==> src/design/rrss_pkg.sv <==
// Shared types and constants of the refresh-rate switch sequencer.
`timescale 1ns / 1ps

package rrss_pkg;

    localparam int RATE_BITS = 10;
    localparam int CFG_IDX_BITS = 2;

    localparam logic [RATE_BITS-1:0] RESET_RATE = RATE_BITS'(60);
    localparam logic [1:0] TE_SKIP_ONE = 2'd1;
    localparam logic [1:0] TE_SKIP_TWO = 2'd2;

    typedef enum logic [2:0] {
        OP_RATE_REQ   = 3'd0,
        OP_VACT_START = 3'd1,
        OP_VACT_END   = 3'd2,
        OP_COMMIT     = 3'd3,
        OP_TE_PULSE   = 3'd4,
        OP_RELEASE    = 3'd5,
        OP_SETUP      = 3'd6
    } t_opcode;

    typedef enum logic [CFG_IDX_BITS-1:0] {
        CFG_PFM_SUPPORTED = 2'd0,
        CFG_TE_SUPPORTED  = 2'd1,
        CFG_BASE_RATE     = 2'd2
    } t_cfg_index;

    typedef enum logic [1:0] {
        PFM_AT_BASE    = 2'd0,
        PFM_MODE_FIRST = 2'd1,
        PFM_RATE_FIRST = 2'd2
    } t_pfm;

    typedef struct packed {
        logic                 pfm_supported;
        logic                 te_mode_supported;
        logic [RATE_BITS-1:0] base_rate;
    } t_cfg;

    typedef struct packed {
        logic [RATE_BITS-1:0] requested_rate;
        logic [RATE_BITS-1:0] applied_rate;
        logic [RATE_BITS-1:0] before_request_rate;
        logic                 in_vactive;
        t_pfm                 pfm_state;
        logic [1:0]           te_skip_count;
        logic                 commit_pending;
        logic                 events_enabled;
    } t_seq_state;

    typedef struct packed {
        logic                 start_frame;
        logic                 commit_held;
        logic                 set_pfm_mode;
        logic                 apply_rate;
        logic                 switch_te_mode;
        logic [RATE_BITS-1:0] current_rate;
    } t_result;

endpackage

==> src/design/rrss_event_logic.sv <==
// Next-state and result logic for one sequencer event.
`timescale 1ns / 1ps

module rrss_event_logic
    import rrss_pkg::*;
(
    input  t_cfg                 i_cfg,
    input  t_seq_state           i_state,
    input  logic [2:0]           i_opcode,
    input  logic [RATE_BITS-1:0] i_rate,
    output t_seq_state           o_state,
    output t_result              o_result
);

    logic       pfm_end;
    logic [1:0] skip_next;
    logic       rate_changed;
    logic       rate_falls;

    assign rate_changed = (i_state.applied_rate != i_state.requested_rate);
    assign rate_falls   = (i_state.before_request_rate > i_state.requested_rate) ||
                          (i_state.applied_rate > i_state.requested_rate);

    always_comb begin
        o_state   = i_state;
        o_result  = '0;
        pfm_end   = 1'b0;
        skip_next = i_state.te_skip_count;

        case (t_opcode'(i_opcode))
            OP_RATE_REQ: begin
                o_state.before_request_rate = i_state.requested_rate;
                o_state.requested_rate      = i_rate;
            end
            OP_VACT_START: begin
                if (i_state.events_enabled) begin
                    o_state.in_vactive = 1'b1;
                end
            end
            OP_VACT_END: begin
                o_state.in_vactive = 1'b0;
                if (i_cfg.pfm_supported) begin
                    if (!rate_changed && i_state.pfm_state == PFM_RATE_FIRST) begin
                        o_state.pfm_state = PFM_AT_BASE;
                        pfm_end           = 1'b1;
                    end else if (rate_changed && i_state.applied_rate == i_cfg.base_rate &&
                                 i_state.pfm_state == PFM_AT_BASE) begin
                        o_state.pfm_state = PFM_MODE_FIRST;
                        pfm_end           = 1'b1;
                    end else if (rate_changed &&
                                 i_state.requested_rate == i_cfg.base_rate) begin
                        o_state.pfm_state = PFM_RATE_FIRST;
                    end
                end
                if (pfm_end) begin
                    o_result.set_pfm_mode = 1'b1;
                end else if (rate_changed) begin
                    if (i_state.applied_rate > i_state.requested_rate) begin
                        o_state.te_skip_count = i_cfg.te_mode_supported ?
                                                TE_SKIP_TWO : TE_SKIP_ONE;
                    end
                    o_result.apply_rate     = 1'b1;
                    o_result.switch_te_mode = i_cfg.te_mode_supported;
                    o_state.applied_rate    = i_state.requested_rate;
                end
            end
            OP_COMMIT: begin
                if (i_state.commit_pending || i_state.te_skip_count != 2'd0 ||
                    (rate_falls && i_state.in_vactive)) begin
                    o_state.commit_pending = 1'b1;
                    o_result.commit_held   = 1'b1;
                end else begin
                    o_result.start_frame = 1'b1;
                end
            end
            OP_TE_PULSE: begin
                if (i_state.events_enabled) begin
                    if (i_state.te_skip_count != 2'd0) begin
                        skip_next = i_state.te_skip_count - 2'd1;
                    end
                    o_state.te_skip_count = skip_next;
                    if (skip_next == 2'd0 && i_state.commit_pending) begin
                        o_result.start_frame   = 1'b1;
                        o_state.commit_pending = 1'b0;
                    end
                end
            end
            OP_RELEASE: begin
                o_state.requested_rate = i_state.applied_rate;
                o_state.events_enabled = 1'b0;
            end
            OP_SETUP: begin
                o_state.before_request_rate = i_state.applied_rate;
                o_state.in_vactive          = 1'b0;
                o_state.pfm_state           = PFM_AT_BASE;
                o_state.te_skip_count       = 2'd0;
                o_state.commit_pending      = 1'b0;
                o_state.events_enabled      = 1'b1;
            end
            default: begin
            end
        endcase

        o_result.current_rate = o_state.requested_rate;
    end

endmodule

==> src/design/refresh_rate_switch_sequencer.sv <==
// Top level of the refresh-rate switch sequencer: state, result register, config port.
// A result is registered and valid in the cycle after its event beat is accepted.
// One event per cycle unless the output stalls; the state update and the result
// come from one compare-and-update pass between the state and result registers.
// Reset (synchronous, active low): rates return to 60 Hz, flags and counts clear,
// events are enabled, configuration returns to its defaults and the output empties.
`timescale 1ns / 1ps

module refresh_rate_switch_sequencer
    import rrss_pkg::*;
(
    input  logic                    i_clk,
    input  logic                    i_rst_n,
    input  logic                    i_in_valid,
    output logic                    o_in_ready,
    input  logic [2:0]              i_opcode,
    input  logic [RATE_BITS-1:0]    i_rate,
    output logic                    o_out_valid,
    input  logic                    i_out_ready,
    output logic                    o_start_frame,
    output logic                    o_commit_held,
    output logic                    o_set_pfm_mode,
    output logic                    o_apply_rate,
    output logic                    o_switch_te_mode,
    output logic [RATE_BITS-1:0]    o_current_rate,
    input  logic                    i_cfg_valid,
    output logic                    o_cfg_ready,
    input  logic [CFG_IDX_BITS-1:0] i_cfg_index,
    input  logic [RATE_BITS-1:0]    i_cfg_data
);

    t_cfg       r_cfg;
    t_seq_state r_state;
    t_seq_state n_state;
    t_result    r_result;
    t_result    n_result;
    logic       r_out_valid;
    logic       in_beat;

    assign o_in_ready  = !r_out_valid || i_out_ready;
    assign in_beat     = i_in_valid && o_in_ready;
    assign o_cfg_ready = 1'b1;

    rrss_event_logic u_event_logic (
        .i_cfg    (r_cfg),
        .i_state  (r_state),
        .i_opcode (i_opcode),
        .i_rate   (i_rate),
        .o_state  (n_state),
        .o_result (n_result)
    );

    always_ff @(posedge i_clk) begin
        if (!i_rst_n) begin
            r_cfg.pfm_supported           <= 1'b0;
            r_cfg.te_mode_supported       <= 1'b0;
            r_cfg.base_rate               <= RESET_RATE;
            r_state.requested_rate        <= RESET_RATE;
            r_state.applied_rate          <= RESET_RATE;
            r_state.before_request_rate   <= RESET_RATE;
            r_state.in_vactive            <= 1'b0;
            r_state.pfm_state             <= PFM_AT_BASE;
            r_state.te_skip_count         <= 2'd0;
            r_state.commit_pending        <= 1'b0;
            r_state.events_enabled        <= 1'b1;
            r_out_valid                   <= 1'b0;
        end else begin
            if (i_cfg_valid) begin
                case (t_cfg_index'(i_cfg_index))
                    CFG_PFM_SUPPORTED: r_cfg.pfm_supported     <= i_cfg_data[0];
                    CFG_TE_SUPPORTED:  r_cfg.te_mode_supported <= i_cfg_data[0];
                    CFG_BASE_RATE:     r_cfg.base_rate         <= i_cfg_data;
                    default: begin
                    end
                endcase
            end
            if (in_beat) begin
                r_state     <= n_state;
                r_out_valid <= 1'b1;
            end else if (i_out_ready) begin
                r_out_valid <= 1'b0;
            end
        end
    end

    // Hold the result until the downstream beat completes.
    always_ff @(posedge i_clk) begin
        if (in_beat) begin
            r_result <= n_result;
        end
    end

    assign o_out_valid      = r_out_valid;
    assign o_start_frame    = r_result.start_frame;
    assign o_commit_held    = r_result.commit_held;
    assign o_set_pfm_mode   = r_result.set_pfm_mode;
    assign o_apply_rate     = r_result.apply_rate;
    assign o_switch_te_mode = r_result.switch_te_mode;
    assign o_current_rate   = r_result.current_rate;

endmodule

==> config.mk <==
export PLATFORM = sky130hd
export DESIGN_NAME = refresh_rate_switch_sequencer
export DESIGN_NICKNAME = d
export VERILOG_FILES = /design/src/design/rrss_pkg.sv /design/src/design/rrss_event_logic.sv /design/src/design/refresh_rate_switch_sequencer.sv
export SDC_FILE = /design/constraint.sdc
export NUM_CORES = 1
export LEC_CHECK = 0
export ABC_AREA = 1
export BUFFER_PORTS_ARGS = -buffer_cell sky130_fd_sc_hd__buf_4
export CAP_MARGIN = 20
export CORE_MARGIN = 2
export CORE_UTILIZATION = 58
export DETAILED_ROUTE_END_ITERATION = 8
export PLACE_DENSITY = 0.8
export SLEW_MARGIN = 20
export SYNTH_ARGS = -nofsm -noshare
export SYNTH_HDL_FRONTEND = slang
export SYNTH_SLANG_ARGS = --single-unit
==> constraint.sdc <==
create_clock -name i_clk -period 2.5 [get_ports i_clk]
set_clock_uncertainty 0.15 [all_clocks]
set_input_delay 0.5 -clock i_clk [delete_from_list [all_inputs] [get_ports i_clk]]
set_output_delay 0.5 -clock i_clk [all_outputs]
set_load 0.02 [all_outputs]
==> run metrics <==
outcome finished clean; Fillers 530; clock root buffer clkbuf_8; first-pass GRT wire length 16200 um; RSZ-0062 raised after global routing no; Initial Utilization 0.594; CTS Buf Count 9; CTS tree done; critical path peak fanout 12; DRC Markers 0; post-synthesis net count 544; drt pass-1 iters 5; FP Rows 29; hold_sp i_cfg_data[2]; start of the worst register-to-register path r_state[32]; Tightest Hold Check Type in -> reg; H-tree lvl count 3; mapped cell area 0.00373 mm^2; GR Overflow Total 0; Worst setup EP type register; clock buffer depth 2; Yosys reg bits 65; I/O pin count 48; Synth cell types 41; Vias/cell 5.67; DR WL/cell 15.5 um; die height 84.2 um; post-synth top area cell dfxtp_1; top post-synthesis cells by area dfxtp_1 (27%), edfxtp_1 (12%), nand2_1 (11%); worst hold path cell count 3; CP arrival 2.40 ns; Critical Path RT 2.58 ns; initial DRC count 271; MaxCap Viol Count 0; ys flop type dfxtp_1; yosys warns 0; n_diodes 0; Post-DRT Antenna Nets 0; setup TNS 0 ns; Die ar. 0.00709 mm^2; DP Cell Count 615; Sink Count 65; worst reg2reg setup slack 0.17 ns; total placed instance area 0.00419 mm^2; Hold Path End r_cfg[2]; total power 0.00266 W; Critical Path Source Type register; leakage power 2.04 nW; number of enable flip-flop cells after synthesis 15; # setup viols final 0; number of global-route vias before repair 3400; initial antenna violation count 0; Area growth syn-to-layout 17.3%; fin. max-slew vios 0; Core Region 0.00628 mm^2; Peak VDD IR 0.322 mV; layout cells sized above 1 0.220; Nets 599; CP Class reg -> reg; Global Route Usage Sum 0.291; Buffers on Ports 46; Post-CTS Hold Buffers 0; sequential area share after synthesis 0.389; area of the multi-input gates 0.00191 mm^2; Synth top area share 0.268; RR Endpoint r_state[20]; minimum clock period 2.33 ns; Final Cycle Share 0.930; Power Density 607 mW/mm^2; clock-pin slew on the worst setup and hold paths 0.07 ns; routed wire length 9770 um; FF+latch area 0.00145 mm^2; Via Count 3576; non-filler instance count after layout 631; GPL Wtd Cong 0.961; gate count after technology mapping 494; Mean Syn Cell Area 7.55 um^2; chip width 84.2 um; Reg2Reg Depth 13; Clk Latency, worst-skew pair 0.35 ns; setup bufs post-CTS 0; Post-synth ARST share 0; Post-DP HPWL 7530 um; design area 0.00438 mm^2; Fmax 0.430 GHz; largest net degree at the start of global routing 33; Final Hold Viols 0
cell families (layout without fill, tap and decap cells):
logic type | after synthesis | count (layout) | share of synthesized area
AND/OR/NAND/NOR | 210 | 210 | 0.256
buffers and inverters | 92 | 152 | 0.0990
flip-flops | 65 | 65 | 0.389
adder cells (fa/ha/maj) | 20 | 20 | 0.0671
XOR/XNOR | 4 | 4 | 0.00939
AO/OA/AOI/OAI | 102 | 102 | 0.178
other | 1 | 1 | 0.00101
registers in the layout, summed over array words and instances (netlist names):
signal,cells
o_start_frame,1
o_apply_rate,1
o_out_valid,1
o_commit_held,1
o_switch_te_mode,1
o_set_pfm_mode,1
r_cfg,12
o_current_rate,10
r_state,37
cell usage after synthesis, types with 3 or more instances:
master    count
nor2_2        9
nor3_1        9
buf_4         3
o211ai_1      3
a31oi_1       8
inv_1        58
o21ai_0      19
dfxtp_1      50
o21ai_1      17
clkbuf_1      5
o22ai_1       8
nand3_1      20
o221ai_2     10
nand2_1     107
inv_2        18
buf_2         4
edfxtp_1     15
a21oi_1      31
nand3b_1      3
ha_1         20
nand4_1      11
nor2_1       40
report_power, final:
group	total, W	internal [W]	leakage, nW	switching [W]
clock	0.000868	0.000453	0.0897	0.000415
combinational	0.000595	0.000228	1.39	0.000367
sequential	0.00119	0.00114	0.557	0.0000515
through the flow:
step           hold slack (ns)  setup slack, ns  utilization
2_1_floorplan            0.299            0.260            -
3_3_place_gp             0.313            0.165        0.667
3_5_place_dp             0.320            0.159        0.667
4_1_cts                  0.215            0.144        0.697
5_1_grt                  0.230           0.0192        0.697
6_report                 0.216            0.175        0.697
cells in the final DEF (no fill, tap or decap), drive strengths merged, types with 11 or more instances in the layout:
| cell type | n |
|---|---|
| a21oi | 32 |
| inv | 76 |
| nor3 | 11 |
| dfxtp | 50 |
| buf | 59 |
| nand4 | 11 |
| nand2 | 110 |
| edfxtp | 15 |
| nand3 | 22 |
| nor2 | 51 |
| ha | 20 |
| o21ai | 37 |
layer usage:
layer,wire (um),global-route usage
met4,299,0.129
met1,4240,0.401
met5,0,0
met2,4340,0.449
met3,885,0.0501
how the worst max path moves through the flow:
stage,slack [ns],end,startpoint
global route,0.02,r_state[23],r_state[32]
floorplan,0.26,o_apply_rate,i_out_ready
CTS,0.14,r_state[17],r_state[32]
detailed placement,0.16,r_state[20],r_state[32]
finish,0.17,r_state[20],r_state[32]
global placement,0.17,r_state[17],r_state[32]
worst max-delay path, stage by stage (launching register included):
cell and delay [ns]:
dfxtp_1 0.47, inv_2 0.15, ha_1 0.32, nand2_1 0.10, nor2_1 0.16, nand2_1 0.08, nor2_2 0.11, nor2_1 0.08
nand2_2 0.08, nand2_4 0.06, nand2_4 0.13, nand3_4 0.14, nand2_1 0.10, nand3_1 0.06
repair_timing:
item                       CTS  global route
hold endpoints to repair     0             0
setup endpoints to repair    0            10
resized for setup            0             1
area by class of cell:
class,count,area share
clock buffers,10,0.0292
repair buffers,59,0.101
flip-flops and latches,65,0.332
clock inverters,6,0.0134
multi-input cells,337,0.436
well taps,77,0.0220
inverters,77,0.0661
No activity file was read; power rests on OpenSTA's default activity.
